--- src/rtl/core/fths_pkg.sv ---
// ----------------------------------------------------------------------------
// fths_pkg
// Shared types and constants for the float tensor health scan.
// ----------------------------------------------------------------------------
package fths_pkg;

  localparam int INDEX_BITS = 32;

  // item index saturates at min(2^INDEX_BITS - 1, 0xFFFFFFFF)
  localparam logic [31:0] POS_LIMIT = (INDEX_BITS >= 32) ? 32'hFFFF_FFFF :
                                      32'((64'd1 << INDEX_BITS) - 64'd1);

  localparam logic [30:0] FP32_INF_MAG  = 31'h7F80_0000;
  localparam logic [14:0] FP16_INF_MAG  = 15'h7C00;
  localparam logic [7:0]  FP16_EXP_BIAS = 8'd112;
  localparam logic [7:0]  FP16_SUB_BIAS = 8'd103;
  localparam logic [31:0] TALLY_MAX     = 32'hFFFF_FFFF;

  localparam int IN_DATA_W  = 32;
  localparam int OUT_DATA_W = 136;

  typedef enum logic {
    FMT_FP32 = 1'b0,
    FMT_FP16 = 1'b1
  } fmt_t;

  // register byte offsets (paddr[2] selects the word)
  localparam logic REG_INPUT_FORMAT = 1'b0;

  typedef struct packed {
    logic [30:0] mag;
    logic        bad;
    logic        last;
  } item_t;

  typedef struct packed {
    logic [31:0] first_bad_index;
    logic        bad_found;
    logic [31:0] bad_count;
    logic [31:0] max_index;
    logic        max_found;
    logic [30:0] max_magnitude_bits;
  } result_t;

endpackage

--- src/rtl/core/float_tensor_health_scan_top.sv ---
// A last beat's summary is registered into m_tdata when the accumulator takes it.
// Throughput: 1 beat per cycle unless stalled (below); set by the decode/compare path.
// A summary held by m_tready stalls only at the next last beat.
// Reset (rst, synchronous, active high) clears the scan state, the output valid and
// input_format (fp32).
// ----------------------------------------------------------------------------
// float_tensor_health_scan_top
// Max finite magnitude and non-finite scan over fp32/fp16 streams.
// ----------------------------------------------------------------------------
module float_tensor_health_scan_top
  import fths_pkg::*;
(
  input  logic                  clk,
  input  logic                  rst,
  input  logic                  s_tvalid,
  output logic                  s_tready,
  input  logic [IN_DATA_W-1:0]  s_tdata,   // [31:0] value_bits
  input  logic                  s_tlast,   // last
  output logic                  m_tvalid,
  input  logic                  m_tready,
  // [30:0] max_magnitude_bits, [31] max_found, [63:32] max_index,
  // [95:64] bad_count, [96] bad_found, [128:97] first_bad_index, [135:129] zero
  output logic [OUT_DATA_W-1:0] m_tdata,
  input  logic                  psel,
  input  logic                  penable,
  input  logic                  pwrite,
  input  logic [2:0]            paddr,
  input  logic [31:0]           pwdata,
  output logic [31:0]           prdata,
  output logic                  pready
);

  fmt_t    input_format;
  logic    item_valid;
  logic    item_ready;
  item_t   item;
  result_t result;

  assign pready = 1'b1;

  always_ff @(posedge clk) begin
    if (rst) begin
      input_format <= FMT_FP32;
    end else if (psel && penable && pwrite && pready && paddr[2] == REG_INPUT_FORMAT) begin
      input_format <= fmt_t'(pwdata[0]);
    end
  end

  assign prdata = (paddr[2] == REG_INPUT_FORMAT) ? {31'd0, input_format} : 32'd0;

  fths_decode u_decode (
    .clk          (clk),
    .rst          (rst),
    .s_tvalid     (s_tvalid),
    .s_tready     (s_tready),
    .s_tdata      (s_tdata),
    .s_tlast      (s_tlast),
    .input_format (input_format),
    .item_valid   (item_valid),
    .item_ready   (item_ready),
    .item         (item)
  );

  fths_accum u_accum (
    .clk        (clk),
    .rst        (rst),
    .item_valid (item_valid),
    .item_ready (item_ready),
    .item       (item),
    .m_tvalid   (m_tvalid),
    .m_tready   (m_tready),
    .result     (result)
  );

  assign m_tdata = {7'd0, result};

endmodule

--- src/rtl/core/fths_decode.sv ---
// ----------------------------------------------------------------------------
// fths_decode
// Input register and fp32/fp16 classification into an fp32 magnitude.
// ----------------------------------------------------------------------------
module fths_decode
  import fths_pkg::*;
(
  input  logic                 clk,
  input  logic                 rst,
  input  logic                 s_tvalid,
  output logic                 s_tready,
  input  logic [IN_DATA_W-1:0] s_tdata,   // [31:0] value_bits
  input  logic                 s_tlast,
  input  fmt_t                 input_format,
  output logic                 item_valid,
  input  logic                 item_ready,
  output item_t                item
);

  logic        hold_valid;
  logic [31:0] hold_value;
  logic        hold_last;
  fmt_t        hold_fmt;

  logic [14:0] h_mag;
  logic [4:0]  h_exp;
  logic [9:0]  h_man;
  logic [3:0]  lead;
  logic [23:0] sub_shift;
  logic [30:0] h_single;

  assign s_tready   = !hold_valid || item_ready;
  assign item_valid = hold_valid;

  always_ff @(posedge clk) begin
    if (rst) begin
      hold_valid <= 1'b0;
    end else if (s_tready) begin
      hold_valid <= s_tvalid;
    end
  end

  always_ff @(posedge clk) begin
    if (s_tvalid && s_tready) begin
      hold_value <= s_tdata;
      hold_last  <= s_tlast;
      hold_fmt   <= input_format;
    end
  end

  // fp16 -> exact fp32 magnitude; subnormals normalized via leading-one
  always_comb begin
    h_mag = hold_value[14:0];
    h_exp = h_mag[14:10];
    h_man = h_mag[9:0];
    lead  = 4'd0;
    for (int i = 0; i < 10; i++) begin
      if (h_man[i]) lead = 4'(i);
    end
    sub_shift = 24'(h_man) << (5'd23 - 5'(lead));
    if (h_exp != 5'd0) begin
      h_single = {8'(h_exp) + FP16_EXP_BIAS, h_man, 13'd0};
    end else if (h_man == 10'd0) begin
      h_single = 31'd0;
    end else begin
      h_single = {8'(lead) + FP16_SUB_BIAS, sub_shift[22:0]};
    end
  end

  always_comb begin
    item.last = hold_last;
    case (hold_fmt)
      FMT_FP16: begin
        item.bad = (h_mag >= FP16_INF_MAG);
        item.mag = item.bad ? 31'd0 : h_single;
      end
      default: begin
        item.bad = (hold_value[30:0] >= FP32_INF_MAG);
        item.mag = hold_value[30:0];
      end
    endcase
  end

endmodule

--- src/rtl/core/fths_accum.sv ---
// ----------------------------------------------------------------------------
// fths_accum
// Running max / non-finite tally and the summary output register.
// ----------------------------------------------------------------------------
module fths_accum
  import fths_pkg::*;
(
  input  logic    clk,
  input  logic    rst,
  input  logic    item_valid,
  output logic    item_ready,
  input  item_t   item,
  output logic    m_tvalid,
  input  logic    m_tready,
  output result_t result
);

  logic [30:0] best_magnitude, best_magnitude_next;
  logic [31:0] best_position, best_position_next;
  logic        have_best, have_best_next;
  logic [31:0] item_position, item_position_next;
  logic [31:0] nonfinite_tally, nonfinite_tally_next;
  logic [31:0] first_nonfinite_position, first_nonfinite_position_next;
  logic        take;
  result_t     result_next;

  // a last beat needs room in the output register
  assign item_ready = !item.last || !m_tvalid || m_tready;
  assign take       = item_valid && item_ready;

  always_comb begin
    best_magnitude_next           = best_magnitude;
    best_position_next            = best_position;
    have_best_next                = have_best;
    nonfinite_tally_next          = nonfinite_tally;
    first_nonfinite_position_next = first_nonfinite_position;

    if (item.bad) begin
      if (nonfinite_tally == 32'd0) first_nonfinite_position_next = item_position;
      if (nonfinite_tally != TALLY_MAX) nonfinite_tally_next = nonfinite_tally + 32'd1;
    end else if (!have_best || item.mag > best_magnitude) begin
      best_magnitude_next = item.mag;
      best_position_next  = item_position;
      have_best_next      = 1'b1;
    end

    item_position_next = (item_position < POS_LIMIT) ? item_position + 32'd1
                                                     : item_position;

    result_next.max_magnitude_bits = have_best_next ? best_magnitude_next : 31'd0;
    result_next.max_found          = have_best_next;
    result_next.max_index          = have_best_next ? best_position_next : 32'd0;
    result_next.bad_count          = nonfinite_tally_next;
    result_next.bad_found          = (nonfinite_tally_next != 32'd0);
    result_next.first_bad_index    = (nonfinite_tally_next != 32'd0) ?
                                     first_nonfinite_position_next : 32'd0;
  end

  always_ff @(posedge clk) begin
    if (rst) begin
      best_magnitude           <= '0;
      best_position            <= '0;
      have_best                <= 1'b0;
      item_position            <= '0;
      nonfinite_tally          <= '0;
      first_nonfinite_position <= '0;
    end else if (take) begin
      if (item.last) begin
        best_magnitude           <= '0;
        best_position            <= '0;
        have_best                <= 1'b0;
        item_position            <= '0;
        nonfinite_tally          <= '0;
        first_nonfinite_position <= '0;
      end else begin
        best_magnitude           <= best_magnitude_next;
        best_position            <= best_position_next;
        have_best                <= have_best_next;
        item_position            <= item_position_next;
        nonfinite_tally          <= nonfinite_tally_next;
        first_nonfinite_position <= first_nonfinite_position_next;
      end
    end
  end

  always_ff @(posedge clk) begin
    if (rst) begin
      m_tvalid <= 1'b0;
    end else if (take && item.last) begin
      m_tvalid <= 1'b1;
    end else if (m_tready) begin
      m_tvalid <= 1'b0;
    end
  end

  always_ff @(posedge clk) begin
    if (take && item.last) result <= result_next;
  end

endmodule

--- config.mk ---
export PLATFORM = sky130hd
export DESIGN_NAME = float_tensor_health_scan_top
export DESIGN_NICKNAME = d
export VERILOG_FILES = /design/src/rtl/core/fths_pkg.sv /design/src/rtl/core/float_tensor_health_scan_top.sv /design/src/rtl/core/fths_decode.sv /design/src/rtl/core/fths_accum.sv
export SDC_FILE = /design/constraint.sdc
export NUM_CORES = 1
export LEC_CHECK = 0
export ABC_AREA = 1
export BUFFER_PORTS_ARGS = -buffer_cell sky130_fd_sc_hd__buf_2
export CAP_MARGIN = 25
export CORE_MARGIN = 4
export CORE_UTILIZATION = 58
export DETAILED_ROUTE_END_ITERATION = 7
export GPL_TIMING_DRIVEN = 0
export PLACE_DENSITY = 0.87
export SLEW_MARGIN = 0
export SYNTH_ARGS = -nofsm -noshare
export SYNTH_HDL_FRONTEND = slang
export SYNTH_SLANG_ARGS = --single-unit
--- constraint.sdc ---
create_clock -name clk -period 4.88 [get_ports clk]
set_input_delay 0.976 -clock clk [delete_from_list [all_inputs] [get_ports clk]]
set_output_delay 0.976 -clock clk [all_outputs]
set_load 0.01 [all_outputs]
==> flow_summary.toml, run 1 <==
[yosys]
synthCells = 2106
synth_area_um2 = 16700
ys.flop_type = "dfxtp_1"
ys_ff_latch = 325
avgSynthCellArea_um2 = 7.91
synth_top_area_cell = "edfxtp_1"
ys_top_cells_by_count = "nand2_1 (511), nor2_1 (263), inv_1 (202)"
postSynth.asyncResetShare_pct = 0
yosysSeqAreaShare_pct = 48.8
synth.area.top_cells = "edfxtp_1 (29%), dfxtp_1 (20%), nand2_1 (12%)"
synth_warnings = 0
yosysMostFrequentCell = "nand2_1"
synth_top_area_share_pct = 29.2
synth_cell_types = 48
synth_edf_count = 162

[worst_setup_path]
crit_arrival_ns = 4.75
cp.required_ns = 5.09
crit_path_start_kind = "register"
max_stage_delay_ns = 0.43
slowest_stage = "edfxtp_1"
critPathKind = "register to register"
cpMostUsedCell = "nand2_1"
cp_max_fo = 10
crit_path_end_kind = "register"

[power_and_ir_drop]
switching_share_pct = 24.3
power.density_nw_per_um2 = 318
leakagePower_nw = 7.86
vdd_ir_drop_max_mv = 0.262
clock_power_share_pct = 42.6
power_frac_seq_pct = 48.1
p_sw_mw = 1.49
internal_power_mw = 4.66
combPwrFrac_pct = 9.3

[timing]
setup_ws_ns = 0.347
finalClockSkew_ns = 0.0271
final_max_slew_viol_count = 0
slew_headroom_pct = 35.1
rsz0062_at_grt = "no"
max_freq_ghz = 0.221
min_period_ns = 4.53
worst_pin_slew_ns = 0.970
fin_crit_sh_pct = 92.9
holdWs_ns = 0.433
hold_violations = 0
finalSetupViolCount = 0
tns_ns = 0

[die]
core_area_um2 = 28100
ios = 246
start_util_pct = 59.3
die-area_um2 = 31500
die_w_um = 177
die_h_um = 177
row_count = 61

[cts]
cts_buffer_depth = 3
cts.htree.levels = 2
cts_hold_buf = 0
cts_setup_buffers = 0
cts_made_buffers = 35
cts_num_sinks = 325
clkTransAtPathRegs_ns = 0.06
tritoncts = "yes"
worstSkewPairLatency_ns = 0.53
cts_root_buf = "clkbuf_16"

[detailed_routing]
via_per_inst = 5.48
ant_nets = 0
dr.pass1.iters = 6
wl_per_cell_um = 16.5
drc = 0
vias = 15100
totalWireLength_um = 45600
drtIter0Drc = 1655

[grt]
grt_pass1_vias = 14100
grt_usage_pct = 28.2
gr-total-overflow = 0
grt_max_degree = 69
grt_pass1_wl_um = 71700
antenna_found_initial = 1

[cells_and_area]
drive_gt1_share_pct = 15.8
num-nets-final = 2465
synthToLayoutAreaGrowth_pct = 16.2
fillers = 2286
final_util_pct = 68.9
diodes = 0

[flow_run]
maxCapViolCount = 0

[placed_design]
numPortBuffers = 172
post-dp-hpwl_um = 34000
pre_cts_ws_ns = -0.0896
globalplace.congestion = 0.986

[min_path]
hold_path_class = "register to register"

[run_status]
status = "finished, final reports clean"
-- state kept, by name, summed over array words and instances, names as in the netlist --
| register | flops |
|---|---|
| input_format | 1 |
| u_accum.best_magnitude | 31 |
| u_accum.best_position | 32 |
| u_accum.first_nonfinite_position | 32 |
| u_accum.have_best | 1 |
| u_accum.item_position | 32 |
| u_accum.m_tvalid | 1 |
| u_accum.nonfinite_tally | 32 |
| u_accum.result | 129 |
| u_decode.hold_fmt | 1 |
| u_decode.hold_last | 1 |
| u_decode.hold_value | 31 |
| u_decode.item_valid | 1 |
-- critical path, delay by kind of cell (launching register included) --
kind / cells / cell delay (ns)
AOI/OAI and AO/OA: 3 / 0.58
DFF: 1 / 0.43
buffers and inverters: 6 / 1.07
and+or+nand+nor: 19 / 1.84
adders and majority gates: 1 / 0.30
-- stage by stage --
stage          cells  instance area [um^2]  power [mW]
2_1_floorplan   2143                 16800        3.39
3_3_place_gp    2693                 18100        3.56
3_5_place_dp    2695                 18200        3.57
4_1_cts         2758                 19300        6.16
5_1_grt         2759                 19300        6.37
6_report        2759                 19300        6.15
-- final timing paths --
path | startpoint | to | slack (ns) | cells after the start
worst min-delay path | input_format | u_decode.hold_fmt | 0.43 | 0
worst max-delay path | u_decode.hold_value[3] | u_accum.result[16] | 0.35 | 29
worst min register to register | input_format | u_decode.hold_fmt | 0.43 | 0
worst max register to register | u_decode.hold_value[3] | u_accum.result[16] | 0.35 | 29
-- kinds of logic (layout without fill, tap and decap cells) --
| group | Yosys count | count (layout) | synth area share, % |
|---|---|---|---|
| AO/OA/AOI/OAI | 342 | 342 | 11.3 |
| other | 2 | 39 | 0.0451 |
| buffers and inverters | 361 | 599 | 9.52 |
| XOR/XNOR | 40 | 40 | 2.10 |
| AND/OR/NAND/NOR | 1001 | 1001 | 25.6 |
| adder cells (fa/ha/maj) | 35 | 35 | 2.63 |
| flip-flops | 325 | 325 | 48.8 |
-- power groups by stage --
| stage | Combinational (mW) | Clock, mW | Sequential, mW |
|---|---|---|---|
| finish | 0.572 | 2.62 | 2.96 |
| CTS | 0.558 | 2.65 | 2.96 |
| global route | 0.628 | 2.78 | 2.96 |
| detailed placement | 0.553 | 0 | 3.02 |
| floorplan | 0.359 | 0 | 3.03 |
| global placement | 0.535 | 0 | 3.02 |
-- final cells by class --
type	instances	area, um^2	share of cell area, %
multi-input cells	1457	7110	36.7
clock buffers	48	955	4.93
plain buffers	132	728	3.76
well taps	378	473	2.44
inverters	229	871	4.50
repair buffers	175	916	4.73
clock inverters	15	169	0.873
flip-flops and latches	325	8130	42.0
-- metal layers --
metal	track usage, %	share of wire, %
met2	45.9	47
met5	0	0.026
met3	4.77	8.1
met1	37.7	41
met4	11.5	4.3
-- layout by cell type, fill, tap and decap left out, types with 3 or more instances in the layout --
cell type,n
ha_1,35
o21ai_1,25
conb_1,39
nor4_1,20
buf_4,42
clkbuf_16,35
edfxtp_1,162
clkinv_1,7
xnor2_1,7
o211ai_1,3
buf_1,4
o21a_1,51
inv_1,200
buf_6,7
inv_2,24
dfxtp_1,163
o21ai_2,4
nor3_1,48
nor2_2,7
nand2_2,25
nor2_4,6
o21ai_0,119
clkbuf_1,71
nor3_2,3
a21oi_1,129
nor2_1,262
xor2_1,33
nand2_1,509
bufinv_16,3
clkinv_2,3
nand4_1,22
or2_2,3
clkbuf_8,3
nand3_1,85
buf_2,190
-- repair_timing --
item / in CTS / in global routing
gates resized for setup: 1 / 14
cloned: 0 / 0
endpoints found under the setup margin: 11 / 126
Power figures use the tool's default switching activity.
==> run 2: changes to the inputs <==
--- a/config.mk
+++ b/config.mk
@@ -5,14 +5,14 @@
 export SDC_FILE = /design/constraint.sdc
 export NUM_CORES = 1
 export LEC_CHECK = 0
-export ABC_AREA = 1
+export ABC_CLOCK_PERIOD_IN_PS = 4880
 export BUFFER_PORTS_ARGS = -buffer_cell sky130_fd_sc_hd__buf_2
 export CAP_MARGIN = 25
 export CORE_MARGIN = 4
-export CORE_UTILIZATION = 58
+export CORE_UTILIZATION = 57
 export DETAILED_ROUTE_END_ITERATION = 7
 export GPL_TIMING_DRIVEN = 0
-export PLACE_DENSITY = 0.87
+export PLACE_DENSITY = 0.86
 export SLEW_MARGIN = 0
 export SYNTH_ARGS = -nofsm -noshare
 export SYNTH_HDL_FRONTEND = slang
==> run 2 against run 1 <==
The run now ends with design-rule violations left. Worst hold slack better by 0.024 ns. Sequential share of layout area up 0.37 points. Clock-buffer cell count is 3 lower. Area after synthesis decreased by 5.3%. Worst setup slack got worse by 0.27 ns. Design area is 0.87% lower. Register-to-register slack got worse by 0.27 ns. Largest power group unchanged.
==> flow_summary.toml, run 2 <==
[worst_setup_path]
rr_worst_depth = 20
critPathKind = "register to register"
crit_path_start_kind = "register"
ff2ff_setup_slack_ns = 0.08
crit_arrival_ns = 5.20
cp_max_fo = 10
cp.required_ns = 5.28
crit_path_end_kind = "register"
r2r-start = "u_decode.hold_value[6]"
cp-startpoint = "u_decode.hold_value[6]"
rr_endpoint = "u_accum.best_magnitude[9]"

[placed_design]
post-dp-hpwl_um = 31800
pre_cts_ws_ns = -1.35
dpl_cell_area_um2 = 17400
globalplace.congestion = 0.934
numPortBuffers = 172

[power_and_ir_drop]
finalPower_mw = 6.18
switching_share_pct = 23.9
vdd_ir_drop_max_mv = 0.265
clock_power_share_pct = 44.2
combPwrFrac_pct = 8.2
power.density_nw_per_um2 = 322
internal_power_mw = 4.71
p_sw_mw = 1.48
leakagePower_nw = 7.37
power_frac_seq_pct = 47.5

[detailed_routing]
via_per_inst = 5.89
drtIter0Drc = 1540
dr.pass1.iters = 8
totalWireLength_um = 44700
drc = 22
wl_per_cell_um = 19.1
ant_nets = 0
vias = 13800

[cts]
clkTransAtPathRegs_ns = 0.06
cts_buffer_depth = 3
cts.htree.levels = 2
cts_made_buffers = 35
tritoncts = "yes"
cts_root_buf = "clkbuf_16"
cts_hold_buf = 0
worstSkewPairLatency_ns = 0.54
cts_num_sinks = 325

[yosys]
synth_top_family_by_area = "simple AND/OR/NAND/NOR gates"
postSynth.asyncResetShare_pct = 0
synth_cell_types = 77
synth_edf_count = 162
synth_area_um2 = 15800
synthCells = 1667
synth_top_area_cell = "edfxtp_1"
synth_compound_gate_area_share_pct = 16.6
synth_warnings = 0
synth_top_area_share_pct = 30.9
yosys.area_share.adder_pct = 2.78
synth_mux_area_share_pct = 0.468
avgSynthCellArea_um2 = 9.46
ys_top_cells_by_count = "nor2_1 (230), nand2_1 (191), dfxtp_1 (163)"
yosysMostFrequentCell = "nor2_1"
ys_ff_latch = 325
synth.area.top_cells = "edfxtp_1 (31%), dfxtp_1 (21%), a22oi_1 (6.0%)"
yosys.area_share.simple_pct = 18.4
synthXorXnorAreaFrac_pct = 3.50
ys.flop_type = "dfxtp_1"
yosysSeqAreaShare_pct = 51.6

[cells_and_area]
layout_common_cells = "nor2_1 (226), nand2_1 (190), buf_2 (189)"
final_common_cell = "nor2_1"
fillers = 1929
largest_register = "u_accum.result"
synthToLayoutAreaGrowth_pct = 21.7
diodes = 0
largest_register_ff_count = 129
drive_gt1_share_pct = 22.1
final_util_pct = 70.8
num-nets-final = 2053
stdcell_area_um2 = 19200

[die]
die-area_um2 = 30400
die_w_um = 174
die_h_um = 174
start_util_pct = 58.2
ios = 246
core_area_um2 = 27100
row_count = 60

[min_path]
hold_path_class = "register to register"
hold_depth = 0
holdPathEnd = "u_decode.hold_fmt"
hold_start = "input_format"

[grt]
grt_usage_pct = 28.1
grt_pass1_wl_um = 69600
antenna_found_initial = 1
grt_pass1_vias = 12900
gr-total-overflow = 0
grt_max_degree = 36

[timing]
max_freq_ghz = 0.208
holdWs_ns = 0.457
final_max_slew_viol_count = 0
finalSetupViolCount = 0
finalClockSkew_ns = 0.0184
slew_headroom_pct = 30.1
worst_pin_slew_ns = 1.05
setup_ws_ns = 0.0761
fin_crit_sh_pct = 98.4
min_period_ns = 4.80
hold_violations = 0

[flow_run]
maxCapViolCount = 0

[run_status]
status = "finished, violations left"
violations = "design-rule violations"
[run 2: layer usage]
metal  global-route usage, %  wire length (um)  vias to the layer above
met5                       0                20                        -
met4                    12.8              1890                        2
met3                    4.44              3600                      121
met2                    45.4             21300                      708
met1                    37.6             17900                     6549
li1                        -                 -                     6406
[run 2: cell families after synthesis]
kind of cell	count (synthesis)
and+or+nand+nor	624
other	2
AOI/OAI and AO/OA	384
buffers and inverters	228
adders and majority gates	35
DFF	325
xor gates and xnor gates	63
muxes	6
[run 2: worst max path at each step]
| stage | slack, ns | endpoint |
|---|---|---|
| finish | 0.08 | u_accum.best_magnitude[9] |
| detailed placement | -1.35 | u_accum.result[47] |
| global route | -0.13 | u_accum.best_magnitude[15] |
| CTS | 0.006 | u_accum.best_position[4] |
| floorplan | 0.09 | u_accum.result[45] |
| global placement | -1.30 | u_accum.result[47] |
[run 2: timing repair]
action	4_1_cts	5_1_grt
pin swaps	4	8
endpoints found under the setup margin	126	151
buffers inserted	6	18
gates resized for setup	74	70
cloned	0	2
[run 2: metrics by stage]
| step | std cells | TNS, ns |
|---|---|---|
| 6_report | 2342 | 0 |
| 3_3_place_gp | 2248 | -124.93 |
| 3_5_place_dp | 2254 | -128.65 |
| 4_1_cts | 2322 | 0 |
| 2_1_floorplan | 1704 | 0 |
| 5_1_grt | 2342 | -7.82 |
[run 2: power groups by stage]
| stage | clock network [mW] | registers (mW) | logic (mW) |
|---|---|---|---|
| global placement | 0 | 3.00 | 0.418 |
| floorplan | 0 | 2.99 | 0.273 |
| finish | 2.73 | 2.94 | 0.510 |
| CTS | 2.75 | 2.94 | 0.468 |
| detailed placement | 0 | 2.99 | 0.432 |
| global route | 2.88 | 2.94 | 0.551 |
[run 2: area by class of cell]
cell class	instances	area, um^2	area share, %
flip-flops and latches	325	8130	42.4
multi-input cells	1151	7070	36.8
repair buffers	204	1180	6.13
clock buffers	45	945	4.92
plain buffers	162	912	4.76
well taps	372	465	2.43
clock inverters	19	249	1.30
inverters	64	240	1.25
[run 2: worst max-delay path, cell delays in order, from the launching register on]
cell       delay, ns
edfxtp_1        0.51
buf_4           0.20
nor4_4          0.37
nand2b_1        0.16
clkbuf_1        0.30
xnor2_1         0.11
a21oi_1         0.15
nor2_1          0.06
a21oi_2         0.19
inv_1           0.09
ha_1            0.32
a21o_1          0.16
a2111oi_1       0.42
nor2_1          0.14
a2111oi_4       0.45
a31o_4          0.32
buf_4           0.16
nor3_4          0.06
clkbuf_4        0.22
a22oi_1         0.20
nor2_1          0.07
